### src/design/cfpr_pkg.sv
// shared types, constants and the crc-8 step for the framed packet receiver
// no dependencies; used by every module of the block
`default_nettype none

package cfpr_pkg;

    localparam int MAX_PAYLOAD_DEF = 64;
    localparam int QUEUE_DEPTH     = 2;
    localparam int CFG_IDX_W       = 2;

    localparam logic [7:0] START_MARKER_RST = 8'hAA;
    localparam logic [7:0] END_MARKER_RST   = 8'h55;
    localparam logic [7:0] CRC_POLY         = 8'h07;
    localparam logic [7:0] CRC_INIT         = 8'h00;

    localparam logic [CFG_IDX_W-1:0] REG_START_MARKER = 2'd0;
    localparam logic [CFG_IDX_W-1:0] REG_END_MARKER   = 2'd1;

    typedef enum logic [2:0] {
        PH_START   = 3'd0,
        PH_ID      = 3'd1,
        PH_LEN     = 3'd2,
        PH_PAYLOAD = 3'd3,
        PH_CHECK   = 3'd4,
        PH_END     = 3'd5
    } phase_t;

    typedef enum logic [1:0] {
        B_IDLE  = 2'd0,
        B_FETCH = 2'd1,
        B_SHOW  = 2'd2
    } back_state_t;

    typedef enum logic [1:0] {
        ST_GOOD    = 2'd0,
        ST_CRC_BAD = 2'd1,
        ST_END_BAD = 2'd2,
        ST_LEN_BAD = 2'd3
    } frame_status_t;

    typedef struct packed {
        frame_status_t status;
        logic [7:0]    id;
        logic [7:0]    len;
    } entry_t;

    typedef struct packed {
        logic       en;
        logic [7:0] addr;
        logic [7:0] data;
    } store_wr_t;

    typedef struct packed {
        logic busy;
    } back_status_t;

    function automatic logic [7:0] crc8_update(input logic [7:0] crc, input logic [7:0] b);
        logic [7:0] c;
        c = crc ^ b;
        for (int k = 0; k < 8; k++) begin
            if (c[7])
            begin
                c = {c[6:0], 1'b0} ^ CRC_POLY;
            end
            else
            begin
                c = {c[6:0], 1'b0};
            end
        end
        return c;
    endfunction

endpackage

`default_nettype wire

### src/design/crc8_framed_packet_receiver.sv
// framed packet receiver with crc-8 check: top level, marker registers, wiring
// depends on cfpr_pkg, cfpr_front, cfpr_queue, cfpr_back
//
// usage: one received byte per input beat on s_tvalid/s_tready/s_tdata. frames
// are start marker, id, length, payload, check byte, end marker; the crc-8
// (poly 0x07, init 0) covers id, length and payload. a good frame gives one
// result beat per payload byte, tlast on the final one; a zero-length frame
// gives one beat. a bad length, bad end byte or crc mismatch gives one status
// beat. bytes outside a frame give nothing.
// input: the parser takes a byte every cycle while the verdict queue is not
// full; payload bytes also wait until the sequencer is idle and the queue is
// empty, so the store is never overwritten while an earlier frame is still read out.
// output: a verdict goes through a two-entry queue; the sequencer pops it and,
// for a payload frame, reads the first byte from the store before the beat is
// shown; a status or zero-length beat needs no read, and each further payload
// beat follows one more store read after the previous one is taken.
// a stalled receiver holds the beat steady; the parser keeps taking non-payload
// bytes until the queue is full. reset clears the parser, queue and sequencer and
// sets the markers to 0xaa and 0x55; the payload store needs no clearing.
// config: cfg_we writes cfg_data to register cfg_addr (0 start, 1 end marker)
`default_nettype none

module crc8_framed_packet_receiver #(
    parameter int MAX_PAYLOAD = cfpr_pkg::MAX_PAYLOAD_DEF
) (
    input  wire logic                          clk,
    input  wire logic                          rst_n,
    input  wire logic                          s_tvalid,
    output logic                               s_tready,
    input  wire logic [7:0]                    s_tdata,   // rx_byte
    output logic                               m_tvalid,
    input  wire logic                          m_tready,
    // frame_status[1:0], message_id[9:2], payload_length[17:10],
    // byte_index[23:18], payload_byte[31:24]
    output logic [31:0]                        m_tdata,
    output logic                               m_tlast,   // last_of_run
    input  wire logic                          cfg_we,
    input  wire logic [cfpr_pkg::CFG_IDX_W-1:0] cfg_addr,
    input  wire logic [7:0]                    cfg_data
);

    logic [7:0] start_marker_reg;
    logic [7:0] end_marker_reg;

    logic                   q_push;
    cfpr_pkg::entry_t       q_in;
    logic                   q_pop;
    logic                   q_valid;
    logic                   q_full;
    cfpr_pkg::entry_t       q_out;
    cfpr_pkg::store_wr_t    store_wr;
    cfpr_pkg::back_status_t back_status;

    always_ff @(posedge clk or negedge rst_n)
    begin
        if (!rst_n)
        begin
            start_marker_reg <= cfpr_pkg::START_MARKER_RST;
            end_marker_reg   <= cfpr_pkg::END_MARKER_RST;
        end
        else if (cfg_we)
        begin
            if (cfg_addr == cfpr_pkg::REG_START_MARKER)
            begin
                start_marker_reg <= cfg_data;
            end
            else if (cfg_addr == cfpr_pkg::REG_END_MARKER)
            begin
                end_marker_reg <= cfg_data;
            end
        end
    end

    cfpr_front #(
        .MAX_PAYLOAD (MAX_PAYLOAD)
    ) u_front (
        .clk          (clk),
        .rst_n        (rst_n),
        .s_tvalid     (s_tvalid),
        .s_tready     (s_tready),
        .s_tdata      (s_tdata),
        .start_marker (start_marker_reg),
        .end_marker   (end_marker_reg),
        .q_full       (q_full),
        .q_valid      (q_valid),
        .back_status  (back_status),
        .q_push       (q_push),
        .q_data       (q_in),
        .store_wr     (store_wr)
    );

    cfpr_queue u_queue (
        .clk       (clk),
        .rst_n     (rst_n),
        .push      (q_push),
        .push_data (q_in),
        .pop       (q_pop),
        .valid     (q_valid),
        .full      (q_full),
        .data      (q_out)
    );

    cfpr_back #(
        .MAX_PAYLOAD (MAX_PAYLOAD)
    ) u_back (
        .clk         (clk),
        .rst_n       (rst_n),
        .store_wr    (store_wr),
        .q_valid     (q_valid),
        .q_data      (q_out),
        .q_pop       (q_pop),
        .back_status (back_status),
        .m_tvalid    (m_tvalid),
        .m_tready    (m_tready),
        .m_tdata     (m_tdata),
        .m_tlast     (m_tlast)
    );

endmodule

`default_nettype wire

### src/design/cfpr_front.sv
// front part: frame parser, running crc-8, payload store writes, frame verdicts
// depends on cfpr_pkg
`default_nettype none

module cfpr_front #(
    parameter int MAX_PAYLOAD = cfpr_pkg::MAX_PAYLOAD_DEF
) (
    input  wire logic                 clk,
    input  wire logic                 rst_n,
    input  wire logic                 s_tvalid,
    output logic                      s_tready,
    input  wire logic [7:0]           s_tdata,
    input  wire logic [7:0]           start_marker,
    input  wire logic [7:0]           end_marker,
    input  wire logic                 q_full,
    input  wire logic                 q_valid,
    input  wire cfpr_pkg::back_status_t back_status,
    output logic                      q_push,
    output cfpr_pkg::entry_t          q_data,
    output cfpr_pkg::store_wr_t       store_wr
);

    localparam logic [8:0] MAX_LEN = 9'(MAX_PAYLOAD);

    cfpr_pkg::phase_t phase_reg, phase_next;
    logic [7:0] id_reg, id_next;
    logic [7:0] len_reg, len_next;
    logic [7:0] fill_reg, fill_next;
    logic [7:0] rcheck_reg, rcheck_next;
    logic [7:0] crc_reg, crc_next;

    logic       beat;
    logic [7:0] crc_step;
    logic [7:0] fill_inc;
    logic       len_over;

    assign beat     = s_tvalid && s_tready;
    assign crc_step = cfpr_pkg::crc8_update(crc_reg, s_tdata);
    assign fill_inc = 8'(fill_reg + 8'd1);
    assign len_over = {1'b0, s_tdata} > MAX_LEN;

    // next phase
    always_comb
    begin
        phase_next = phase_reg;
        if (beat)
        begin
            unique case (phase_reg)
                cfpr_pkg::PH_START:
                begin
                    if (s_tdata == start_marker)
                    begin
                        phase_next = cfpr_pkg::PH_ID;
                    end
                end
                cfpr_pkg::PH_ID:      phase_next = cfpr_pkg::PH_LEN;
                cfpr_pkg::PH_LEN:
                begin
                    if (len_over)
                    begin
                        phase_next = cfpr_pkg::PH_START;
                    end
                    else if (s_tdata == 8'd0)
                    begin
                        phase_next = cfpr_pkg::PH_CHECK;
                    end
                    else
                    begin
                        phase_next = cfpr_pkg::PH_PAYLOAD;
                    end
                end
                cfpr_pkg::PH_PAYLOAD:
                begin
                    if (fill_inc >= len_reg)
                    begin
                        phase_next = cfpr_pkg::PH_CHECK;
                    end
                end
                cfpr_pkg::PH_CHECK:   phase_next = cfpr_pkg::PH_END;
                cfpr_pkg::PH_END:     phase_next = cfpr_pkg::PH_START;
                default:              phase_next = cfpr_pkg::PH_START;
            endcase
        end
    end

    // held fields and crc
    always_comb
    begin
        id_next     = id_reg;
        len_next    = len_reg;
        fill_next   = fill_reg;
        rcheck_next = rcheck_reg;
        crc_next    = crc_reg;
        if (beat)
        begin
            unique case (phase_reg)
                cfpr_pkg::PH_START:
                begin
                    if (s_tdata == start_marker)
                    begin
                        crc_next = cfpr_pkg::CRC_INIT;
                    end
                end
                cfpr_pkg::PH_ID:
                begin
                    id_next  = s_tdata;
                    crc_next = crc_step;
                end
                cfpr_pkg::PH_LEN:
                begin
                    if (!len_over)
                    begin
                        len_next  = s_tdata;
                        crc_next  = crc_step;
                        fill_next = 8'd0;
                    end
                end
                cfpr_pkg::PH_PAYLOAD:
                begin
                    crc_next  = crc_step;
                    fill_next = fill_inc;
                end
                cfpr_pkg::PH_CHECK:   rcheck_next = s_tdata;
                cfpr_pkg::PH_END:     ;
                default:              ;
            endcase
        end
    end

    // handshake, verdict push and store write
    always_comb
    begin
        s_tready = !q_full &&
                   !(phase_reg == cfpr_pkg::PH_PAYLOAD && (back_status.busy || q_valid));
        q_push        = 1'b0;
        q_data.status = cfpr_pkg::ST_GOOD;
        q_data.id     = id_reg;
        q_data.len    = len_reg;
        store_wr.en   = 1'b0;
        store_wr.addr = fill_reg;
        store_wr.data = s_tdata;
        if (beat)
        begin
            unique case (phase_reg)
                cfpr_pkg::PH_LEN:
                begin
                    if (len_over)
                    begin
                        q_push        = 1'b1;
                        q_data.status = cfpr_pkg::ST_LEN_BAD;
                        q_data.len    = s_tdata;
                    end
                end
                cfpr_pkg::PH_PAYLOAD: store_wr.en = 1'b1;
                cfpr_pkg::PH_END:
                begin
                    q_push = 1'b1;
                    if (s_tdata != end_marker)
                    begin
                        q_data.status = cfpr_pkg::ST_END_BAD;
                    end
                    else if (rcheck_reg != crc_reg)
                    begin
                        q_data.status = cfpr_pkg::ST_CRC_BAD;
                    end
                end
                default:              ;
            endcase
        end
    end

    always_ff @(posedge clk or negedge rst_n)
    begin
        if (!rst_n)
        begin
            phase_reg  <= cfpr_pkg::PH_START;
            id_reg     <= 8'd0;
            len_reg    <= 8'd0;
            fill_reg   <= 8'd0;
            rcheck_reg <= 8'd0;
            crc_reg    <= cfpr_pkg::CRC_INIT;
        end
        else
        begin
            phase_reg  <= phase_next;
            id_reg     <= id_next;
            len_reg    <= len_next;
            fill_reg   <= fill_next;
            rcheck_reg <= rcheck_next;
            crc_reg    <= crc_next;
        end
    end

endmodule

`default_nettype wire

### src/design/cfpr_queue.sv
// short queue of frame verdicts between the parser and the result sequencer
// depends on cfpr_pkg
`default_nettype none

module cfpr_queue (
    input  wire logic             clk,
    input  wire logic             rst_n,
    input  wire logic             push,
    input  wire cfpr_pkg::entry_t push_data,
    input  wire logic             pop,
    output logic                  valid,
    output logic                  full,
    output cfpr_pkg::entry_t      data
);

    localparam int DEPTH = cfpr_pkg::QUEUE_DEPTH;
    localparam int PW    = (DEPTH > 1) ? $clog2(DEPTH) : 1;
    localparam int CW    = $clog2(DEPTH + 1);

    cfpr_pkg::entry_t slot_reg [DEPTH];
    logic [PW-1:0]    wr_ptr_reg, wr_ptr_next;
    logic [PW-1:0]    rd_ptr_reg, rd_ptr_next;
    logic [CW-1:0]    count_reg, count_next;

    assign valid = count_reg != CW'(0);
    assign full  = count_reg == CW'(DEPTH);
    assign data  = slot_reg[rd_ptr_reg];

    always_comb
    begin
        wr_ptr_next = wr_ptr_reg;
        rd_ptr_next = rd_ptr_reg;
        count_next  = count_reg;
        if (push)
        begin
            wr_ptr_next = (wr_ptr_reg == PW'(DEPTH - 1)) ? PW'(0) : PW'(wr_ptr_reg + PW'(1));
        end
        if (pop)
        begin
            rd_ptr_next = (rd_ptr_reg == PW'(DEPTH - 1)) ? PW'(0) : PW'(rd_ptr_reg + PW'(1));
        end
        if (push && !pop)
        begin
            count_next = CW'(count_reg + CW'(1));
        end
        else if (pop && !push)
        begin
            count_next = CW'(count_reg - CW'(1));
        end
    end

    always_ff @(posedge clk)
    begin
        if (push)
        begin
            slot_reg[wr_ptr_reg] <= push_data;
        end
    end

    always_ff @(posedge clk or negedge rst_n)
    begin
        if (!rst_n)
        begin
            wr_ptr_reg <= '0;
            rd_ptr_reg <= '0;
            count_reg  <= '0;
        end
        else
        begin
            wr_ptr_reg <= wr_ptr_next;
            rd_ptr_reg <= rd_ptr_next;
            count_reg  <= count_next;
        end
    end

endmodule

`default_nettype wire

### src/design/cfpr_back.sv
// back part: payload store and result sequencer that plays out verdicts as beats
// depends on cfpr_pkg
`default_nettype none

module cfpr_back #(
    parameter int MAX_PAYLOAD = cfpr_pkg::MAX_PAYLOAD_DEF
) (
    input  wire logic                clk,
    input  wire logic                rst_n,
    input  wire cfpr_pkg::store_wr_t store_wr,
    input  wire logic                q_valid,
    input  wire cfpr_pkg::entry_t    q_data,
    output logic                     q_pop,
    output cfpr_pkg::back_status_t   back_status,
    output logic                     m_tvalid,
    input  wire logic                m_tready,
    output logic [31:0]              m_tdata,
    output logic                     m_tlast
);

    localparam int AW = (MAX_PAYLOAD > 1) ? $clog2(MAX_PAYLOAD) : 1;

    logic [7:0] store_mem [MAX_PAYLOAD];

    cfpr_pkg::back_state_t state_reg, state_next;
    cfpr_pkg::entry_t      ent_reg, ent_next;
    logic [7:0]            idx_reg, idx_next;
    logic                  run_reg, run_next;
    logic [7:0]            byte_reg;

    logic [7:0] idx_inc;
    logic       is_last;
    logic       beat;

    assign idx_inc = 8'(idx_reg + 8'd1);
    assign is_last = !run_reg || (idx_inc == ent_reg.len);
    assign beat    = m_tvalid && m_tready;

    // next state
    always_comb
    begin
        state_next = state_reg;
        unique case (state_reg)
            cfpr_pkg::B_IDLE:
            begin
                if (q_valid)
                begin
                    if (q_data.status == cfpr_pkg::ST_GOOD && q_data.len != 8'd0)
                    begin
                        state_next = cfpr_pkg::B_FETCH;
                    end
                    else
                    begin
                        state_next = cfpr_pkg::B_SHOW;
                    end
                end
            end
            cfpr_pkg::B_FETCH: state_next = cfpr_pkg::B_SHOW;
            cfpr_pkg::B_SHOW:
            begin
                if (beat)
                begin
                    state_next = is_last ? cfpr_pkg::B_IDLE : cfpr_pkg::B_FETCH;
                end
            end
            default:           state_next = cfpr_pkg::B_IDLE;
        endcase
    end

    // held verdict and run position
    always_comb
    begin
        ent_next = ent_reg;
        idx_next = idx_reg;
        run_next = run_reg;
        if (state_reg == cfpr_pkg::B_IDLE && q_valid)
        begin
            ent_next = q_data;
            idx_next = 8'd0;
            run_next = (q_data.status == cfpr_pkg::ST_GOOD) && (q_data.len != 8'd0);
        end
        else if (state_reg == cfpr_pkg::B_SHOW && beat && !is_last)
        begin
            idx_next = idx_inc;
        end
    end

    // outputs
    always_comb
    begin
        q_pop            = (state_reg == cfpr_pkg::B_IDLE) && q_valid;
        back_status.busy = state_reg != cfpr_pkg::B_IDLE;
        m_tvalid         = state_reg == cfpr_pkg::B_SHOW;
        m_tlast          = is_last;
        m_tdata          = {(run_reg ? byte_reg : 8'd0), idx_reg[5:0], ent_reg.len,
                            ent_reg.id, ent_reg.status};
    end

    always_ff @(posedge clk)
    begin
        if (store_wr.en)
        begin
            store_mem[store_wr.addr[AW-1:0]] <= store_wr.data;
        end
        if (state_reg == cfpr_pkg::B_FETCH)
        begin
            byte_reg <= store_mem[idx_reg[AW-1:0]];
        end
    end

    always_ff @(posedge clk)
    begin
        ent_reg <= ent_next;
        idx_reg <= idx_next;
    end

    always_ff @(posedge clk or negedge rst_n)
    begin
        if (!rst_n)
        begin
            state_reg <= cfpr_pkg::B_IDLE;
            run_reg   <= 1'b0;
        end
        else
        begin
            state_reg <= state_next;
            run_reg   <= run_next;
        end
    end

endmodule

`default_nettype wire
### config.mk
export PLATFORM = sky130hd
export DESIGN_NAME = crc8_framed_packet_receiver
export DESIGN_NICKNAME = d
export VERILOG_FILES = /design/src/design/cfpr_pkg.sv /design/src/design/crc8_framed_packet_receiver.sv /design/src/design/cfpr_front.sv /design/src/design/cfpr_queue.sv /design/src/design/cfpr_back.sv
export SDC_FILE = /design/constraint.sdc
export NUM_CORES = 1
export LEC_CHECK = 0
export ABC_AREA = 1
export BUFFER_PORTS_ARGS = -buffer_cell sky130_fd_sc_hd__buf_2
export CAP_MARGIN = 30
export CORE_ASPECT_RATIO = 1.75
export CORE_MARGIN = 3
export CORE_UTILIZATION = 55
export CTS_CLUSTER_SIZE = 30
export DETAILED_ROUTE_END_ITERATION = 10
export PLACE_DENSITY = 0.71
export SKIP_LAST_GASP = 1
export SLEW_MARGIN = 20
export SYNTH_ARGS = -nofsm -noshare
export SYNTH_HDL_FRONTEND = slang
export SYNTH_HIERARCHICAL = 1
export SYNTH_SLANG_ARGS = --single-unit
export TNS_END_PERCENT = 20
### constraint.sdc
create_clock -name clk -period 5.2 [get_ports clk]
set_input_delay 1.04 -clock clk [delete_from_list [all_inputs] [get_ports clk]]
set_output_delay 1.04 -clock clk [all_outputs]
set_load 0.01 [all_outputs]
# Word level (Yosys, flattened, before mapping)
# Memory sizes are Yosys's and may differ from the RTL's. A register that Yosys moved wholly into a read port is not among the register bits.
# Index checks and enable logic that the tools add are counted.
[word_totals]
ff_bits = 92
ramBits = 548
in_bits = 23
output_inout_bits = 35
word_cells = 140
memories = 2
[mem_list]
columns = ["memory", "words", "width", "rd", "rd_ports_with_merged_regs", "wr", "line_no", "source"]
rows = [
  ["u_back.store_mem", 64, 8, 1, 1, 1, "cfpr_back.sv:23", "logic [7:0] store_mem [MAX_PAYLOAD];"],
  ["u_queue.slot_reg", 2, 18, 1, 0, 1, "cfpr_queue.sv:20", "cfpr_pkg::entry_t slot_reg [DEPTH];"],
]
[classes]
add_sub_neg = 6
magnitude_cmp = 2
eq_ne = 18
muxes = 45
n_bitwise = 11
n_reduce_logical = 39
[ops]
columns = ["op", "count"]
rows = [
  ["2-to-1 mux 8 bit", 7],
  ["2-to-1 mux 3 bit", 12],
  ["inverter 3 bit", 8],
  ["case mux 8 bit (3 select lines)", 1],
  ["adder 8 x 1 -> 8 bit, second input constant", 2],
  ["== test 8 bit", 2],
  ["2-to-1 mux 2 bit", 8],
  ["inequality test 8 bit", 2],
  ["case mux 8 bit (2 select lines)", 1],
  ["case mux 3 bit (5 select lines)", 1],
  ["2-to-1 mux 1 bit", 12],
  ["AND reduction 3 bit", 4],
  ["logical AND 1 bit", 10],
  ["greater-or-equal comparator 8 bit", 1],
  ["greater-than comparator 8 x 7 -> 1 bit, second input constant", 1],
  ["zero test 8 bit", 1],
  ["AND reduction 2 bit", 4],
  ["nonzero test 2 bit", 4],
  ["nonzero test 8 bit", 1],
  ["XOR 8 bit", 1],
  ["== test 3 x 2 -> 1 bit, second input constant", 2],
  ["== test 3 bit, second input constant", 2],
  ["zero test 1 bit", 6],
  ["zero test 2 bit", 3],
  ["17 further kinds", 25],
]

# Longest topological paths before layout
[depth]
word_depth = 19
depth_mapped = 14
ltp_nobuf = 14

# Cells and area by module
# Netlist, hierarchy kept.
[modules_own_cells]
columns = ["mod", "n_inst", "cells_per_inst", "area_each_um2", "seq_area_each_um2"]
rows = [
  ["cfpr_back", 1, 1711, 22173.8, 16390.7],
  ["cfpr_front", 1, 421, 3116.7, 1076.0],
  ["cfpr_queue", 1, 81, 1555.2, 1181.1],
  ["crc8_framed_packet_receiver", 1, 71, 705.7, 410.4],
]

# Worst setup path after synthesis
# OpenSTA, ideal clock, no wires.
[synth_timing]
path_type = "input port to flip-flop"
from = "input port s_tvalid"
to = "memory u_back.store_mem[48][0], enable pin"
t_arrival_ps = 2937
path_slack_ps = 1869
cell_stages = 7
n_path_buf = 2
path_cell_list = "and3_4 buf_12 nand2_4 inv_2 clkbuf_1 nand4_1 nor4_1"
[synth_lines]
columns = ["element", "line_no", "source"]
rows = [
  ["start: declaration", "crc8_framed_packet_receiver.sv:28", "input wire logic s_tvalid,"],
  ["end: declaration", "cfpr_back.sv:23", ""],
]

# Worst setup path after layout
[layout_timing]
from = "register u_back.idx_reg[1]"
to = "output port m_tlast"
[layout_via]
elab_chain_cells = 3
[layout_rtl]
columns = ["element", "line_no", "source"]
rows = [
  ["start: declaration", "cfpr_back.sv:27", "logic [7:0] idx_reg, idx_next;"],
  ["start signal: assignment", "cfpr_back.sv:114", "idx_reg <= idx_next;"],
  ["adder 8 x 1 -> 8 bit", "cfpr_back.sv:35", "assign idx_inc = 8'(idx_reg + 8'd1);"],
  ["== test 8 bit", "cfpr_back.sv:36", "assign is_last = !run_reg || (idx_inc == ent_reg.len);"],
  ["logical OR 1 bit", "cfpr_back.sv:36", ""],
  ["end: declaration", "crc8_framed_packet_receiver.sv:36", "output logic m_tlast,"],
]
# Every way passes these cells.

==> results.yml <==
synthesis:
  yosys-top-cells-count: "edfxtp_1 (574), nor2_1 (360), nand2_1 (309), o21ai_0 (262), nand3_1 (112)"
  syn_avg_cell_area_um2: 12.1
  ys.warnings.count: 6
  synthDistinctLibCells: 47
  ys_seq_area_frac: 0.692
  synth_edf_count: 574
  yosysMostFrequentCell: "edfxtp_1"
  synth_seq_cells: 648
  syn_area_mm2: 0.0276
  synth_top_cell_area_share: 0.626
  synth_area_leaders: "edfxtp_1 (63%), dfrtp_1 (5.3%), nor2_1 (4.9%), o21ai_0 (4.8%), nand2_1 (4.2%)"
  syn_inst: 2284
  synth_fp_nets: 2318
  synth_ff_type: "edfxtp_1"
  yosys.area.top_type: "edfxtp_1"
  async_flop_share: 0.102
global_route:
  grt_overflow: 0
  track_usage: 0.260
  first_global_vias: 18096
  antenna_found_initial: 0
  grt_max_degree: 214
  grt_pass1_wl_mm: 104
floorplan:
  die_area_mm2: 0.0529
  io_pins: 58
  die_h_um: 302
  core_area_mm2: 0.0491
  die_x_um: 175
  core.rowCount: 107
  start_util: 0.561
pwr:
  swShare: 0.369
  p_switching_uw: 5920
  p_leak_uw: 0.0106
  power_frac_clock: 0.265
  p_per_area_mw_per_mm2: 537
  ir_drop_v: 0.000713
  power_frac_comb: 0.320
  intPower_uw: 10100
  pwr-share-seq: 0.415
critical_path:
  worstPathArrival_ns: 3.00
  endpoint_kind: "primary output"
  critPathRequiredTime_ns: 4.16
  path_class: "register to primary output"
  critical_path.max_fanout: 52
  critPathLaunchType: "register"
final_layout:
  final_layout_size_suffix_gt1_frac: 0.109
  largest_reg_flops: 512
  antenna_cells: 0
  multiInputGateArea_mm2: 0.00722
  fill_cells: 3698
  nets: 2311
  area_growth_pct: 8.56
  ff_latch_area_mm2: 0.0191
  finalNonFillerCells: 2975
job:
  max_cap_viol_count: 0
sta:
  maxClockFrequency_mhz: 248
  rsz0062_at_grt: "false"
  setup_viol: 0
  relSlewSlack: 0.258
  hold_viol_final: 0
  finalCritPeriodShare: 0.777
  clock_skew_ns: 0.0225
  post-route-min-period_ns: 4.04
  fin_tns_setup_ns: 0
  worstMarginPinSlew_ns: 1.11
  slew_viol_final: 0
  holdWs_ns: 0.474
detailed_routing:
  wl_per_cell_um: 23.4
  drcViolationCount: 0
  drt_iter0_markers: 2023
  routed_wl_mm: 69.6
  ant_nets: 0
  vias_per_cell: 6.13
  via_count: 18243
  drt_first_pass_iters: 6
clock_tree:
  post_cts_resize_count: 0
  cts_buffer_depth: 3
  cts.sinks: 648
  root_buffer: "clkbuf_16"
  cts_hold_buf: 0
  clk_latency_ns: 0.59
  htreeDepth: 2
  cts_tree: "done"
  clkSlewWorstSetupHoldPaths_ns: 0.07
  cts_made_buffers: 53
  cts_setup_buffers: 0
placed_design:
  place.gp.congestion: 0.965
  dp_cells: 2876
  place_hpwl_mm: 42.6
  numPortBuffers: 57
status:
  status: "completed"
min_path:
  hold_class: "register to register"
[metrics by stage]
| stage | util | total power (µW) | setup WS, ns | instance area [µm²] |
|---|---|---|---|---|
| after global placement | 0.571 | 11700 | 1.50 | 28000 |
| after floorplan | - | 10300 | 1.87 | 27600 |
| final | 0.609 | 16100 | 1.16 | 29900 |
| after global routing | 0.609 | 16800 | 0.963 | 29900 |
| after detailed placement | 0.571 | 11800 | 1.41 | 28000 |
| after CTS | 0.609 | 16000 | 1.18 | 29900 |
[metal layers]
layer,share of wire,global-route usage,wire length [µm],up-vias
met3,0.067,0.0332,4670,221
met1,0.34,0.296,23800,8942
met5,0,0,0,-
li1,-,-,-,8207
met4,0.061,0.144,4240,0
met2,0.53,0.472,36900,873
[worst max-delay path, cell delays in order (launching register included)]
cell,delay (ns)
dfxtp_4,0.72
ha_1,0.30
nand3_1,0.13
o21ai_0,0.26
nand2_1,0.10
nand2_1,0.07
nand2_1,0.05
nor2_1,0.12
nand3_2,0.28
nand2_1,0.18
buf_2,0.16
[layout by cell type, fill, tap and decap left out, types with 4 or more instances in the layout]
| master | count |
|---|---|
| a21oi_1 | 8 |
| buf_2 | 57 |
| buf_4 | 24 |
| bufinv_16 | 9 |
| clkbuf_16 | 55 |
| clkbuf_8 | 4 |
| clkinv_1 | 9 |
| clkinv_2 | 13 |
| clkinvlp_4 | 5 |
| dfrtp_1 | 58 |
| dfstp_2 | 8 |
| dfxtp_1 | 5 |
| edfxtp_1 | 574 |
| ha_1 | 11 |
| inv_1 | 93 |
| inv_2 | 5 |
| mux2_2 | 9 |
| mux2_4 | 9 |
| nand2_1 | 309 |
| nand2_4 | 4 |
| nand3_1 | 112 |
| nand3_2 | 4 |
| nand3b_1 | 5 |
| nand4_1 | 33 |
| nor2_1 | 359 |
| nor2_2 | 4 |
| nor3_1 | 5 |
| nor4_1 | 10 |
| o211ai_1 | 26 |
| o21ai_0 | 262 |
| o21ai_1 | 26 |
| o21ai_2 | 15 |
| o221ai_1 | 97 |
| o22ai_1 | 23 |
| xnor2_1 | 19 |
| xor2_1 | 19 |
[area by class of cell]
class	count	area share
inverters	104	0.0133
flip-flops and latches	648	0.637
clock buffers	62	0.0482
clock inverters	37	0.0146
well taps	654	0.0274
repair buffers	84	0.0176
multi-input cells	1386	0.241
[cells by family (layout without fill, tap and decap cells)]
family / Yosys count / in the layout / synth area share
and+or+nand+nor: 860 / 860 / 0.134
DFF: 648 / 648 / 0.692
AOI/OAI and AO/OA: 459 / 459 / 0.102
buffers and inverters: 250 / 287 / 0.0463
xor gates and xnor gates: 38 / 38 / 0.0121
muxes: 18 / 18 / 0.00858
adders and majority gates: 11 / 11 / 0.00500
[path summary, 6_finish.rpt]
path	to	cells after the start	slack, ns	from
setup / recovery	m_tlast	10	1.16	u_back/idx_reg[1]$_SDFFE_PP0P_
hold / removal	start_marker_reg[3]$_DFFE_PN1P_	2	0.47	start_marker_reg[3]$_DFFE_PN1P_
setup reg to reg	u_back/store_mem[60][4]$_DFFE_PP_	9	1.51	u_back/state_reg[0]$_DFFE_PN0P_
hold reg to reg	start_marker_reg[3]$_DFFE_PN1P_	2	0.47	start_marker_reg[3]$_DFFE_PN1P_
max in group asynchronous	start_marker_reg[3]$_DFFE_PN1P_	2	3.65	rst_n
min in group asynchronous	u_front/id_reg[4]$_DFFE_PN0P_	1	0.54	rst_n
[power by group through the flow]
stage	Clock [µW]	Sequential (µW)	Combinational [µW]
4_1_cts	4310	6650	5080
2_1_floorplan	0	6480	3780
3_5_place_dp	0	6750	5040
5_1_grt	4500	6700	5600
3_3_place_gp	0	6740	4920
6_report	4260	6660	5140
No activity file was read; power rests on OpenSTA's default activity.
